## src/sv/bpfl_pkg.sv

```systemverilog
// Package for the buffer pool free list manager: field widths, defaults,
// function and status codes. No dependencies.
`timescale 1ns / 1ps

package bpfl_pkg;

    localparam int SLOT_COUNT_DEF = 256;

    localparam int FUNC_W   = 3;
    localparam int SIZE_W   = 32;
    localparam int HANDLE_W = 9;
    localparam int STATUS_W = 3;
    localparam int SLOT_W   = 8;
    localparam int BYTES_W  = 17;
    localparam int COUNT_W  = 9;
    localparam int TOTAL_W  = 32;

    localparam logic [BYTES_W-1:0] DEFAULT_BYTES = 17'd4096;
    localparam logic [BYTES_W-1:0] MAX_BYTES     = 17'd65536;

    typedef enum logic [FUNC_W-1:0] {
        FUNC_ALLOC       = 3'd0,
        FUNC_FREE        = 3'd1,
        FUNC_RESIZE      = 3'd2,
        FUNC_QUERY       = 3'd3,
        FUNC_RESET_STATS = 3'd4
    } t_func;

    typedef enum logic [STATUS_W-1:0] {
        ST_OK        = 3'd0,
        ST_TOO_LARGE = 3'd1,
        ST_EXHAUSTED = 3'd2,
        ST_EXT_FREE  = 3'd3,
        ST_NO_ROOM   = 3'd4,
        ST_INVALID   = 3'd5
    } t_status;

endpackage

```

## src/sv/bpfl_if.sv

```systemverilog
// Valid/ready channel interfaces for requests, results and the capacity write.
// Depends on bpfl_pkg.
`timescale 1ns / 1ps

interface bpfl_req_if;
    logic                          valid;
    logic                          ready;
    logic [bpfl_pkg::FUNC_W-1:0]   func;
    logic [bpfl_pkg::SIZE_W-1:0]   req_size;
    logic [bpfl_pkg::HANDLE_W-1:0] handle;

    modport source (output valid, func, req_size, handle, input ready);
    modport sink   (input valid, func, req_size, handle, output ready);
endinterface

interface bpfl_rsp_if;
    logic                          valid;
    logic                          ready;
    logic [bpfl_pkg::STATUS_W-1:0] status;
    logic [bpfl_pkg::SLOT_W-1:0]   granted_slot;
    logic                          in_pool;
    logic [bpfl_pkg::BYTES_W-1:0]  slot_capacity;
    logic [bpfl_pkg::COUNT_W-1:0]  used_count;
    logic [bpfl_pkg::COUNT_W-1:0]  idle_count;
    logic [bpfl_pkg::TOTAL_W-1:0]  request_total;
    logic [bpfl_pkg::TOTAL_W-1:0]  hit_total;
    logic [bpfl_pkg::TOTAL_W-1:0]  miss_total;

    modport source (output valid, status, granted_slot, in_pool, slot_capacity,
                    used_count, idle_count, request_total, hit_total, miss_total,
                    input ready);
    modport sink   (input valid, status, granted_slot, in_pool, slot_capacity,
                    used_count, idle_count, request_total, hit_total, miss_total,
                    output ready);
endinterface

interface bpfl_cfg_if;
    logic                         valid;
    logic                         ready;
    logic [bpfl_pkg::BYTES_W-1:0] buffer_bytes;

    modport source (output valid, buffer_bytes, input ready);
    modport sink   (input valid, buffer_bytes, output ready);
endinterface

```

## src/sv/bpfl_stack.sv

```systemverilog
// LIFO free-slot stack: top entry cached in a register, the rest in a RAM
// with per-entry written bits (unwritten entry k reads as k). Uses bpfl_pkg.
`timescale 1ns / 1ps

module bpfl_stack #(
    parameter int SLOT_COUNT = 256
) (
    input  logic                                 i_clk,
    input  logic                                 i_rst_n,
    input  logic                                 i_pop,
    input  logic                                 i_push,
    input  logic [$clog2(SLOT_COUNT)-1:0]        i_push_slot,
    output logic [$clog2(SLOT_COUNT)-1:0]        o_top,
    output logic [$clog2(SLOT_COUNT+1)-1:0]      o_depth,
    output logic [$clog2(SLOT_COUNT+1)-1:0]      o_next_depth
);
    import bpfl_pkg::*;

    localparam int SW = $clog2(SLOT_COUNT);
    localparam int DW = $clog2(SLOT_COUNT + 1);

    logic [SW-1:0]         r_mem [SLOT_COUNT];
    logic [SLOT_COUNT-1:0] r_wr_vld;
    logic [DW-1:0]         r_depth;
    logic [SW-1:0]         r_top;
    logic [SW-1:0]         r_rd_addr;
    logic                  r_rd_vld;
    logic [SW-1:0]         r_rd_q;

    logic [DW-1:0] n_depth;
    logic [SW-1:0] n_top;
    logic [SW-1:0] below;
    logic [SW-1:0] rd_idx;
    logic [SW-1:0] wr_idx;

    // entry just under the top, prefetched from the RAM
    assign below  = r_rd_vld ? r_rd_q : r_rd_addr;
    assign wr_idx = r_depth[SW-1:0];

    always_comb begin
        n_depth = r_depth;
        n_top   = r_top;
        if (i_push) begin
            n_depth = r_depth + DW'(1);
            n_top   = i_push_slot;
        end else if (i_pop) begin
            n_depth = r_depth - DW'(1);
            n_top   = below;
        end
        if (n_depth >= DW'(2)) begin
            rd_idx = SW'(n_depth - DW'(2));
        end else begin
            rd_idx = '0;
        end
    end

    always_ff @(posedge i_clk) begin
        if (!i_rst_n) begin
            r_depth   <= DW'(SLOT_COUNT);
            r_top     <= SW'(SLOT_COUNT - 1);
            r_wr_vld  <= '0;
            r_rd_addr <= SW'(SLOT_COUNT - 2);
            r_rd_vld  <= 1'b0;
        end else begin
            r_depth   <= n_depth;
            r_top     <= n_top;
            r_rd_addr <= rd_idx;
            r_rd_vld  <= r_wr_vld[rd_idx];
            if (i_push) begin
                r_wr_vld[wr_idx] <= 1'b1;
            end
        end
    end

    always_ff @(posedge i_clk) begin
        if (i_push) begin
            r_mem[wr_idx] <= i_push_slot;
        end
        r_rd_q <= r_mem[rd_idx];
    end

    assign o_top        = r_top;
    assign o_depth      = r_depth;
    assign o_next_depth = n_depth;

`ifndef SYNTH
    a_depth_range: assert property (@(posedge i_clk) disable iff (!i_rst_n)
        r_depth <= DW'(SLOT_COUNT))
        else $error("stack depth above pool size");
    a_pop_nonempty: assert property (@(posedge i_clk) disable iff (!i_rst_n)
        i_pop |-> r_depth != '0)
        else $error("pop from empty stack");
    a_push_room: assert property (@(posedge i_clk) disable iff (!i_rst_n)
        i_push |-> (r_depth < DW'(SLOT_COUNT) && !i_pop))
        else $error("push into full stack or together with pop");
`endif

endmodule

```

## src/sv/buffer_pool_free_list_manager.sv

```systemverilog
// Fixed-size buffer pool allocator: request register, combinational decode and
// state update, result register. Depends on bpfl_pkg, bpfl_if, bpfl_stack.
// A request goes from the request register to the result register; throughput
// 1 beat per cycle while the result register is not held by o_rsp.ready.
// Reset (synchronous, active low) restores a full stack and clears all in-use
// bits and counters at once; no clearing sweep, requests are taken at once.
`timescale 1ns / 1ps

module buffer_pool_free_list_manager #(
    parameter int SLOT_COUNT = bpfl_pkg::SLOT_COUNT_DEF
) (
    input  logic        i_clk,
    input  logic        i_rst_n,
    bpfl_cfg_if.sink    i_cfg,
    bpfl_req_if.sink    i_req,
    bpfl_rsp_if.source  o_rsp
);
    import bpfl_pkg::*;

    localparam int SW = $clog2(SLOT_COUNT);
    localparam int DW = $clog2(SLOT_COUNT + 1);

    // configuration
    logic [BYTES_W-1:0] r_bytes;

    // request register
    logic                r_in_vld;
    logic [FUNC_W-1:0]   r_func;
    logic [SIZE_W-1:0]   r_size;
    logic [HANDLE_W-1:0] r_handle;

    // state
    logic [SLOT_COUNT-1:0] r_busy;
    logic [DW-1:0]         r_busy_total;
    logic [TOTAL_W-1:0]    r_req_cnt;
    logic [TOTAL_W-1:0]    r_hit_cnt;
    logic [TOTAL_W-1:0]    r_miss_cnt;

    // result register
    logic                r_out_vld;
    logic [STATUS_W-1:0] r_status;
    logic [SLOT_W-1:0]   r_granted;
    logic                r_pooled;
    logic [BYTES_W-1:0]  r_cap;
    logic [COUNT_W-1:0]  r_used;
    logic [COUNT_W-1:0]  r_idle;
    logic [TOTAL_W-1:0]  r_req_out;
    logic [TOTAL_W-1:0]  r_hit_out;
    logic [TOTAL_W-1:0]  r_miss_out;

    logic                fire;
    logic                in_ready;
    logic                pooled;
    logic                in_use;
    logic                too_big;
    logic [SW-1:0]       h_idx;
    logic                pop;
    logic                push;
    logic [SW-1:0]       top;
    logic [DW-1:0]       depth;
    logic [DW-1:0]       next_depth;
    logic [STATUS_W-1:0] n_status;
    logic [SLOT_W-1:0]   n_granted;
    logic                n_pooled;
    logic [BYTES_W-1:0]  n_cap;
    logic [DW-1:0]       n_busy_total;
    logic [TOTAL_W-1:0]  n_req_cnt;
    logic [TOTAL_W-1:0]  n_hit_cnt;
    logic [TOTAL_W-1:0]  n_miss_cnt;
    logic [BYTES_W-1:0]  cfg_bytes;

    assign fire     = r_in_vld && (!r_out_vld || o_rsp.ready);
    assign in_ready = !r_in_vld || fire;
    assign i_req.ready = in_ready;
    assign i_cfg.ready = 1'b1;

    assign h_idx   = r_handle[SW-1:0];
    assign pooled  = r_handle < HANDLE_W'(SLOT_COUNT);
    assign in_use  = pooled && r_busy[h_idx];
    assign too_big = r_size > SIZE_W'(r_bytes);

    always_comb begin
        if (i_cfg.buffer_bytes == '0) begin
            cfg_bytes = DEFAULT_BYTES;
        end else if (i_cfg.buffer_bytes > MAX_BYTES) begin
            cfg_bytes = MAX_BYTES;
        end else begin
            cfg_bytes = i_cfg.buffer_bytes;
        end
    end

    always_comb begin
        pop          = 1'b0;
        push         = 1'b0;
        n_status     = ST_OK;
        n_granted    = '0;
        n_pooled     = 1'b0;
        n_cap        = '0;
        n_busy_total = r_busy_total;
        n_req_cnt    = r_req_cnt;
        n_hit_cnt    = r_hit_cnt;
        n_miss_cnt   = r_miss_cnt;
        unique case (r_func)
            FUNC_ALLOC: begin
                n_req_cnt = r_req_cnt + TOTAL_W'(1);
                if (too_big) begin
                    n_miss_cnt = r_miss_cnt + TOTAL_W'(1);
                    n_status   = ST_TOO_LARGE;
                end else if (depth != '0) begin
                    pop          = fire;
                    n_granted    = SLOT_W'(top);
                    n_busy_total = r_busy_total + DW'(1);
                    n_hit_cnt    = r_hit_cnt + TOTAL_W'(1);
                end else begin
                    n_miss_cnt = r_miss_cnt + TOTAL_W'(1);
                    n_status   = ST_EXHAUSTED;
                end
            end
            FUNC_FREE: begin
                if (in_use && depth < DW'(SLOT_COUNT)) begin
                    push         = fire;
                    n_busy_total = r_busy_total - DW'(1);
                end else begin
                    n_status = ST_EXT_FREE;
                end
            end
            FUNC_RESIZE: begin
                if (!in_use) begin
                    n_status = ST_INVALID;
                end else if (too_big) begin
                    n_status = ST_NO_ROOM;
                end
            end
            FUNC_QUERY: begin
                n_pooled = pooled;
                n_cap    = in_use ? r_bytes : '0;
            end
            FUNC_RESET_STATS: begin
                n_req_cnt  = '0;
                n_hit_cnt  = '0;
                n_miss_cnt = '0;
            end
            default: begin
                n_status = ST_INVALID;
            end
        endcase
    end

    bpfl_stack #(
        .SLOT_COUNT (SLOT_COUNT)
    ) u_stack (
        .i_clk        (i_clk),
        .i_rst_n      (i_rst_n),
        .i_pop        (pop),
        .i_push       (push),
        .i_push_slot  (h_idx),
        .o_top        (top),
        .o_depth      (depth),
        .o_next_depth (next_depth)
    );

    always_ff @(posedge i_clk) begin
        if (!i_rst_n) begin
            r_bytes      <= DEFAULT_BYTES;
            r_in_vld     <= 1'b0;
            r_out_vld    <= 1'b0;
            r_busy       <= '0;
            r_busy_total <= '0;
            r_req_cnt    <= '0;
            r_hit_cnt    <= '0;
            r_miss_cnt   <= '0;
        end else begin
            if (i_cfg.valid) begin
                r_bytes <= cfg_bytes;
            end
            if (in_ready) begin
                r_in_vld <= i_req.valid;
            end
            if (fire) begin
                r_out_vld    <= 1'b1;
                r_busy_total <= n_busy_total;
                r_req_cnt    <= n_req_cnt;
                r_hit_cnt    <= n_hit_cnt;
                r_miss_cnt   <= n_miss_cnt;
                if (pop) begin
                    r_busy[top] <= 1'b1;
                end
                if (push) begin
                    r_busy[h_idx] <= 1'b0;
                end
            end else if (o_rsp.ready) begin
                r_out_vld <= 1'b0;
            end
        end
    end

    always_ff @(posedge i_clk) begin
        if (in_ready && i_req.valid) begin
            r_func   <= i_req.func;
            r_size   <= i_req.req_size;
            r_handle <= i_req.handle;
        end
        if (fire) begin
            r_status   <= n_status;
            r_granted  <= n_granted;
            r_pooled   <= n_pooled;
            r_cap      <= n_cap;
            r_used     <= COUNT_W'(n_busy_total);
            r_idle     <= COUNT_W'(next_depth);
            r_req_out  <= n_req_cnt;
            r_hit_out  <= n_hit_cnt;
            r_miss_out <= n_miss_cnt;
        end
    end

    assign o_rsp.valid         = r_out_vld;
    assign o_rsp.status        = r_status;
    assign o_rsp.granted_slot  = r_granted;
    assign o_rsp.in_pool       = r_pooled;
    assign o_rsp.slot_capacity = r_cap;
    assign o_rsp.used_count    = r_used;
    assign o_rsp.idle_count    = r_idle;
    assign o_rsp.request_total = r_req_out;
    assign o_rsp.hit_total     = r_hit_out;
    assign o_rsp.miss_total    = r_miss_out;

`ifndef SYNTH
    a_slots_conserved: assert property (@(posedge i_clk) disable iff (!i_rst_n)
        r_out_vld |-> (r_used + r_idle) == COUNT_W'(SLOT_COUNT))
        else $error("used plus idle slots differ from pool size");
    a_hits_plus_misses: assert property (@(posedge i_clk) disable iff (!i_rst_n)
        r_out_vld |-> TOTAL_W'(r_hit_out + r_miss_out) == r_req_out)
        else $error("hit and miss totals do not add up to requests");
    a_grant_only_ok: assert property (@(posedge i_clk) disable iff (!i_rst_n)
        (r_out_vld && r_status != ST_OK) |-> r_granted == '0)
        else $error("slot granted on a failed request");
    a_busy_total: assert property (@(posedge i_clk) disable iff (!i_rst_n)
        r_busy_total == DW'($countones(r_busy)))
        else $error("in-use count out of step with in-use bits");
`endif

endmodule
```

## src/flat_wrapper.sv

```systemverilog
// flat-port wrapper written by rule: the top's interface ports become plain ports
module buffer_pool_free_list_manager_flat import bpfl_pkg::*;
#(
    parameter int SLOT_COUNT = bpfl_pkg::SLOT_COUNT_DEF
)
  (i_clk, i_rst_n, i_cfg_valid, i_cfg_buffer_bytes, i_cfg_ready, i_req_valid, i_req_func, i_req_req_size, i_req_handle, i_req_ready, o_rsp_valid, o_rsp_status, o_rsp_granted_slot, o_rsp_in_pool, o_rsp_slot_capacity, o_rsp_used_count, o_rsp_idle_count, o_rsp_request_total, o_rsp_hit_total, o_rsp_miss_total, o_rsp_ready);
  bpfl_cfg_if i_cfg_i ();
  bpfl_req_if i_req_i ();
  bpfl_rsp_if o_rsp_i ();
  input  logic i_clk;
  input  logic i_rst_n;
  input wire logic [$bits(i_cfg_i.valid)-1:0] i_cfg_valid;
  input wire logic [$bits(i_cfg_i.buffer_bytes)-1:0] i_cfg_buffer_bytes;
  output wire logic [$bits(i_cfg_i.ready)-1:0] i_cfg_ready;
  input wire logic [$bits(i_req_i.valid)-1:0] i_req_valid;
  input wire logic [$bits(i_req_i.func)-1:0] i_req_func;
  input wire logic [$bits(i_req_i.req_size)-1:0] i_req_req_size;
  input wire logic [$bits(i_req_i.handle)-1:0] i_req_handle;
  output wire logic [$bits(i_req_i.ready)-1:0] i_req_ready;
  output wire logic [$bits(o_rsp_i.valid)-1:0] o_rsp_valid;
  output wire logic [$bits(o_rsp_i.status)-1:0] o_rsp_status;
  output wire logic [$bits(o_rsp_i.granted_slot)-1:0] o_rsp_granted_slot;
  output wire logic [$bits(o_rsp_i.in_pool)-1:0] o_rsp_in_pool;
  output wire logic [$bits(o_rsp_i.slot_capacity)-1:0] o_rsp_slot_capacity;
  output wire logic [$bits(o_rsp_i.used_count)-1:0] o_rsp_used_count;
  output wire logic [$bits(o_rsp_i.idle_count)-1:0] o_rsp_idle_count;
  output wire logic [$bits(o_rsp_i.request_total)-1:0] o_rsp_request_total;
  output wire logic [$bits(o_rsp_i.hit_total)-1:0] o_rsp_hit_total;
  output wire logic [$bits(o_rsp_i.miss_total)-1:0] o_rsp_miss_total;
  input wire logic [$bits(o_rsp_i.ready)-1:0] o_rsp_ready;
  assign i_cfg_i.valid = i_cfg_valid;
  assign i_cfg_i.buffer_bytes = i_cfg_buffer_bytes;
  assign i_cfg_ready = i_cfg_i.ready;
  assign i_req_i.valid = i_req_valid;
  assign i_req_i.func = i_req_func;
  assign i_req_i.req_size = i_req_req_size;
  assign i_req_i.handle = i_req_handle;
  assign i_req_ready = i_req_i.ready;
  assign o_rsp_valid = o_rsp_i.valid;
  assign o_rsp_status = o_rsp_i.status;
  assign o_rsp_granted_slot = o_rsp_i.granted_slot;
  assign o_rsp_in_pool = o_rsp_i.in_pool;
  assign o_rsp_slot_capacity = o_rsp_i.slot_capacity;
  assign o_rsp_used_count = o_rsp_i.used_count;
  assign o_rsp_idle_count = o_rsp_i.idle_count;
  assign o_rsp_request_total = o_rsp_i.request_total;
  assign o_rsp_hit_total = o_rsp_i.hit_total;
  assign o_rsp_miss_total = o_rsp_i.miss_total;
  assign o_rsp_i.ready = o_rsp_ready;
  buffer_pool_free_list_manager #(.SLOT_COUNT(SLOT_COUNT)) u_core (.i_clk(i_clk), .i_rst_n(i_rst_n), .i_cfg(i_cfg_i), .i_req(i_req_i), .o_rsp(o_rsp_i));
endmodule
```

## config.mk

```make
export PLATFORM = sky130hd
export DESIGN_NAME = buffer_pool_free_list_manager_flat
export DESIGN_NICKNAME = d
export VERILOG_FILES = /design/src/sv/bpfl_pkg.sv /design/src/sv/bpfl_if.sv /design/src/sv/bpfl_stack.sv /design/src/sv/buffer_pool_free_list_manager.sv /design/src/flat_wrapper.sv
export SDC_FILE = /design/constraint.sdc
export NUM_CORES = 2
export LEC_CHECK = 0
export ABC_AREA = 0
export CAP_MARGIN = 30
export CORE_MARGIN = 2
export CORE_UTILIZATION = 65
export CTS_BUF_LIST = sky130_fd_sc_hd__clkbuf_2 sky130_fd_sc_hd__clkbuf_4 sky130_fd_sc_hd__clkbuf_8
export DETAILED_ROUTE_END_ITERATION = 10
export DONT_BUFFER_PORTS = 1
export GPL_TIMING_DRIVEN = 0
export PLACE_DENSITY_LB_ADDON = 0.08
export SKIP_CTS_REPAIR_TIMING = 1
export SLEW_MARGIN = 20
export SYNTH_ARGS = -nofsm -noshare
export SYNTH_HDL_FRONTEND = slang
export SYNTH_SLANG_ARGS = --single-unit
```

## constraint.sdc

```tcl
create_clock -name i_clk -period 25 [get_ports i_clk]
set_clock_uncertainty 0.1 [all_clocks]
set_input_delay 1.25 -clock i_clk [delete_from_list [all_inputs] [get_ports i_clk]]
set_output_delay 1.25 -clock i_clk [all_outputs]
set_load 0.005 [all_outputs]
```

==> results of run 1 <==
## cell families after synthesis
logic type,after synthesis,synth area share (%)
simple gates,3644,13.4
other cells,1,0.00322
fa+ha+maj,27,0.290
compound gates,1975,11.2
mux,216,2.66
buf+inv,727,2.74
xor+xnor,85,0.645
flops,2905,69.0
## synth_stat cells, types with 128 or more instances
cell / n
edfxtp_1: 2235
nand2_1: 1473
nor2_1: 1089
dfxtp_1: 670
a21oi_1: 610
nand3_1: 578
o221ai_1: 373
clkbuf_1: 356
o21ai_0: 229
buf_2: 215
o22ai_1: 204
a211oi_1: 173
mux2i_1: 128
## metal layers
metal  overflow  global-route usage, %
met1          2                   76.4
met2         73                   88.4
met3          1                   61.1
met4         77                   67.9
met5          1                   33.9
## stage by stage
step,instance area (um2),hold WS [ps]
2_1_floorplan,117000,333
3_3_place_gp,120000,342
3_5_place_dp,124000,353
4_1_cts,133000,63.1
==> results by group, run 1 <==
Outcome
  • Status: did not finish
  • Last stage reached: global routing
  • Error: [ERROR GRT-0116] Global routing finished with congestion. Check the congestion regions in the DRC Viewer.

Placed design
  • DP Worst Slack: 13760 ps
  • Inst Count DP: 12200
  • Placer Congestion: 1.25
  • Port bufs: 0
  • Dpl hpwl: 445000 um

Logic synthesis
  • Mapped Area: 117000 um2
  • Mean Syn Cell Area: 12.2 um2
  • Top-area cell type share of the netlist area: 57.5%
  • Post-synthesis net count: 9673
  • Async set-reset flop share out of synthesis: 0%
  • Ys Warns: 0
  • Post-synth top flop: edfxtp_1
  • EDFF count, synth: 2235
  • Mapped Cells: 9580
  • Largest area contributor in the netlist: edfxtp_1
  • Most area-consuming cells after synthesis: edfxtp_1, dfxtp_1, nand2_1, nor2_1, o221ai_1
  • Yosys cell types: 93
  • Seq/Total Area, Yosys: 69.0%
  • Yosys reg bits: 2905

Die
  • IO Pins: roughly 210
  • Die H: 428 um
  • DIE WIDTH: 428 um
  • Starting Density: 65.4%
  • # rows: 155

Clock network
  • H-tree level count: 5
  • Clock Path Buffers: 4
  • CTS buffer count: 453
  • Clk sinks: 2905
  • Root buffer cell: clkbuf_8

Global routing
  • Number of global-route vias before repair: 104000
  • Pin count of the biggest net entering global routing: 40
  • Overflow after GRT: approximately 150
  • First-pass GRT wire length: 917000 um
  • GRT Util Overall: 74.1%
==> run 2, diff against run 1 <==
Settings changed: CORE_UTILIZATION 65 to 40, CTS_BUF_LIST sky130_fd_sc_hd__clkbuf_2 sky130_fd_sc_hd__clkbuf_4 sky130_fd_sc_hd__clkbuf_8 to unset, PLACE_DENSITY_LB_ADDON 0.08 to 0.15.
==> run 2 against run 1 <==
Against the previous run: the run now ends clean; synthesized cell count did not move; synthesized area did not move.
==> results by group, run 2 <==
Power
  • Leak pwr: 46.5 nW
  • P per Cell Area: 111 nW/um2
  • Total power: about 16 mW
  • VDD IR-drop max: around 0.075 mV

Worst setup path
  • Crit end category: register
  • WP data required: roughly 26000 ps
  • Crit path launch type: register
  • Kind of critical path: reg2reg
  • Worst-path fanout max: 23
  • Worst stage delay on the critical path: 1050 ps
  • WP buf/inv: 14
  • Highest-delay cell along the critical path: a21oi_1
  • Arr. time, crit path: between 10000 and 15000 ps
  • Top Family by Delay on Critical Path: buffers and inverters

Logic synthesis
  • Yosys reg bits: 2905 (unchanged)
  • Compound-Gate Fraction of Synth Area: 11.2% (unchanged)
  • Post-synth top cells: edfxtp_1, nand2_1, nor2_1 (unchanged)
  • Largest family of logic cells by synthesized area: simple AND/OR/NAND/NOR gates (unchanged)
  • Adder-Cell Fraction of Synth Area: 0.290% (unchanged)
  • Mapped Area: 117000 um2 (unchanged)
  • Top-area cell type share of the netlist area: 57.5% (unchanged)
  • Yosys cell types: 93 (unchanged)
  • Seq/Total Area, Yosys: 69.0% (unchanged)
  • Simple-gate share of the synthesized area: 13.4% (unchanged)
  • Largest area contributor in the netlist: edfxtp_1 (unchanged)
  • Async set-reset flop share out of synthesis: 0% (unchanged)
  • Mapped Cells: 9580 (unchanged)
  • Most frequent cell after synthesis: edfxtp_1 (unchanged)
  • Post-synth top flop: edfxtp_1 (unchanged)
  • Mean Syn Cell Area: 12.2 um2 (unchanged)
  • Ys Warns: 0 (unchanged)
  • Fraction of synthesized cell area in xor and xnor cells: 0.645% (unchanged)
  • Post-synthesis net count: 9673 (unchanged)
  • EDFF count, synth: 2235 (unchanged)
  • Mux contribution to synthesized area: 2.66% (unchanged)
  • Most area-consuming cells after synthesis: edfxtp_1, dfxtp_1, nand2_1, nor2_1, o221ai_1 (unchanged)

STA
  • Tmin final: 12680 ps
  • Final setup vio count: 0
  • RSZ-0062 raised after global routing: false
  • Slew Limit Headroom: 11.1%
  • Tcrit/Tclk final: 50.7%
  • Endpoints failing hold: 0
  • Setup TNS: 0 ps
  • Final Max Tran Viols: 0
  • Actual slew at the worst max-slew pin: 1330 ps
  • F_max: 78.8 MHz

Placed design
  • Port bufs: 0 (unchanged)
  • Placer Congestion: 1.11 (was 1.25)
  • Dpl hpwl: 561000 um (was 445000 um)

Cells and area
  • Nets@finish: roughly 10000
  • Fillers: 26000
  • Most frequent cells in the layout: edfxtp_1, nand2_1, nor2_1, dfxtp_1, a21oi_1
  • Seq. cell area: roughly 80000 um2
  • Area grow syn2layout: 20.5%
  • Largest registers: u_core.u_stack.r_mem: 2048 flops, u_core.r_busy: 256 flops, u_core.u_stack.r_wr_vld: 256 flops
  • Footprint of the multi-input gates: about 34000 um2
  • Most common cell after layout, fill and taps aside: edfxtp_1
  • Share of layout cells above drive strength 1: 16.4%
  • Largest register FFs: 2048
  • Reg with most FFs: u_core.u_stack.r_mem

Routing
  • Metal-1 WL: 255000 um
  • Routed wire length on met3: 107000 um
  • Final wirelength: roughly 730000 um
  • Uppermost layer routed: met5
  • Vias per cell: 6.80
  • Via count: around 100000
  • 1st-iter DRT viols: approximately 19000
  • DRC: 0
  • Post-route ant nets: 0
  • DRT Pass-1 Iters: 10
  • Wire length per cell: 50.2 um
  • Met2 WL: 300000 um

Clock network
  • Clock Latency Late Sink: 1000 ps
  • Clk sinks: 2905 (unchanged)
  • CTS buffer count: 325 (was 453)
  • Worst-path clk slew: around 60 ps
  • Root buffer cell: clkbuf_16 (was clkbuf_8)
  • Clock Path Buffers: 4 (unchanged)
  • H-tree level count: 5 (unchanged)
  • TritonCTS clock tree: built

Global routing
  • GRT Util Overall: 48.6%
  • Overflow after GRT: 0
  • Initial antenna violation count: 125
  • First-pass GRT wire length: 921000 um
  • Pin count of the biggest net entering global routing: 45
  • Number of global-route vias before repair: 87900

Die
  • IO Pins: 212 (unchanged)
  • Core area: 291000 um2
  • Die H: 544 um (was 428 um)
  • Starting Density: 40.1% (was 65.4%)
  • # rows: 198 (was 155)
  • Total Die Area: ~300000 um2
  • DIE WIDTH: 544 um (was 428 um)

Run
  • Max-Cap Viols: 0

Outcome
  • Status: completed (was did not finish)

Min path
  • Worst Hold Class: in2reg
## run 2: cell counts after synthesis
Identical to the previous run, type by type.
## run 2: logic make-up (layout without fill, tap and decap cells)
logic type / Yosys count / after routing
flops: 2905 / 2905
compound gates: 1975 / 1975
simple gates: 3644 / 3644
xor+xnor: 85 / 85
fa+ha+maj: 27 / 27
buf+inv: 727 / 1774
other cells: 1 / 116
mux: 216 / 216
## run 2: final cells by class
type / count / share of cell area, %
Clock inverter: 154 / 1.28
Buffer: 686 / 2.29
Antenna cell: 115 / 0.205
Clock buffer: 442 / 6.45
Timing Repair Buffer: 451 / 4.60
Inverter: 41 / 0.109
Multi-Input combinational cell: 5948 / 24.3
Tap cell: 3900 / 3.47
Sequential cell: 2905 / 57.3
## run 2: per-stage QoR
step	area, um2	hold WS, ps	cells	setup slack (ps)	util [%]
4_1_cts	140000	243	14500	12940	48.2
3_5_place_dp	129000	356	13900	13000	44.4
5_1_grt	140000	269	14600	12600	48.3
3_3_place_gp	122000	346	13500	2790	41.8
6_report	141000	271	14600	12320	48.4
2_1_floorplan	117000	333	9580	16390	-
## run 2: path summary, 6_finish.rpt
path	cells after the start	slack, ps	startpoint	end
min	0	270	i_req_func[2]	u_core.r_func[2]
max	32	12320	u_core.r_handle[1]	u_core.u_stack.r_rd_q[0]
max reg2reg	32	12320	u_core.r_handle[1]	u_core.u_stack.r_rd_q[0]
min reg2reg	2	360	u_core.r_busy[247]	u_core.r_busy[247]
## run 2: where the power goes
part           total, mW  internal (mW)  leakage (nW)  switching (mW)
clock               5.03           2.86          5.30            2.16
combinational       5.28          0.945          15.6            4.34
sequential          5.24           5.22          25.5          0.0249
total               15.5           9.03          46.5            6.52
## run 2: metal layers
metal / vias up / GRT usage (%)
met1: 50300 / 57.5
met4: 42 / 38.6
met5: - / 0.666
li1: 37700 / -
met3: 2365 / 21.4
met2: 9249 / 68.4
## run 2: worst reg2reg max path, delay by kind of cell (launching register included)
kind | cells | cell delay [ps]
flops | 1 | 680
mux | 1 | 230
fa+ha+maj | 1 | 400
buf+inv | 14 | 4940
simple gates | 9 | 2690
compound gates | 7 | 3480
Note: power is estimated with default switching activity, not from simulation.
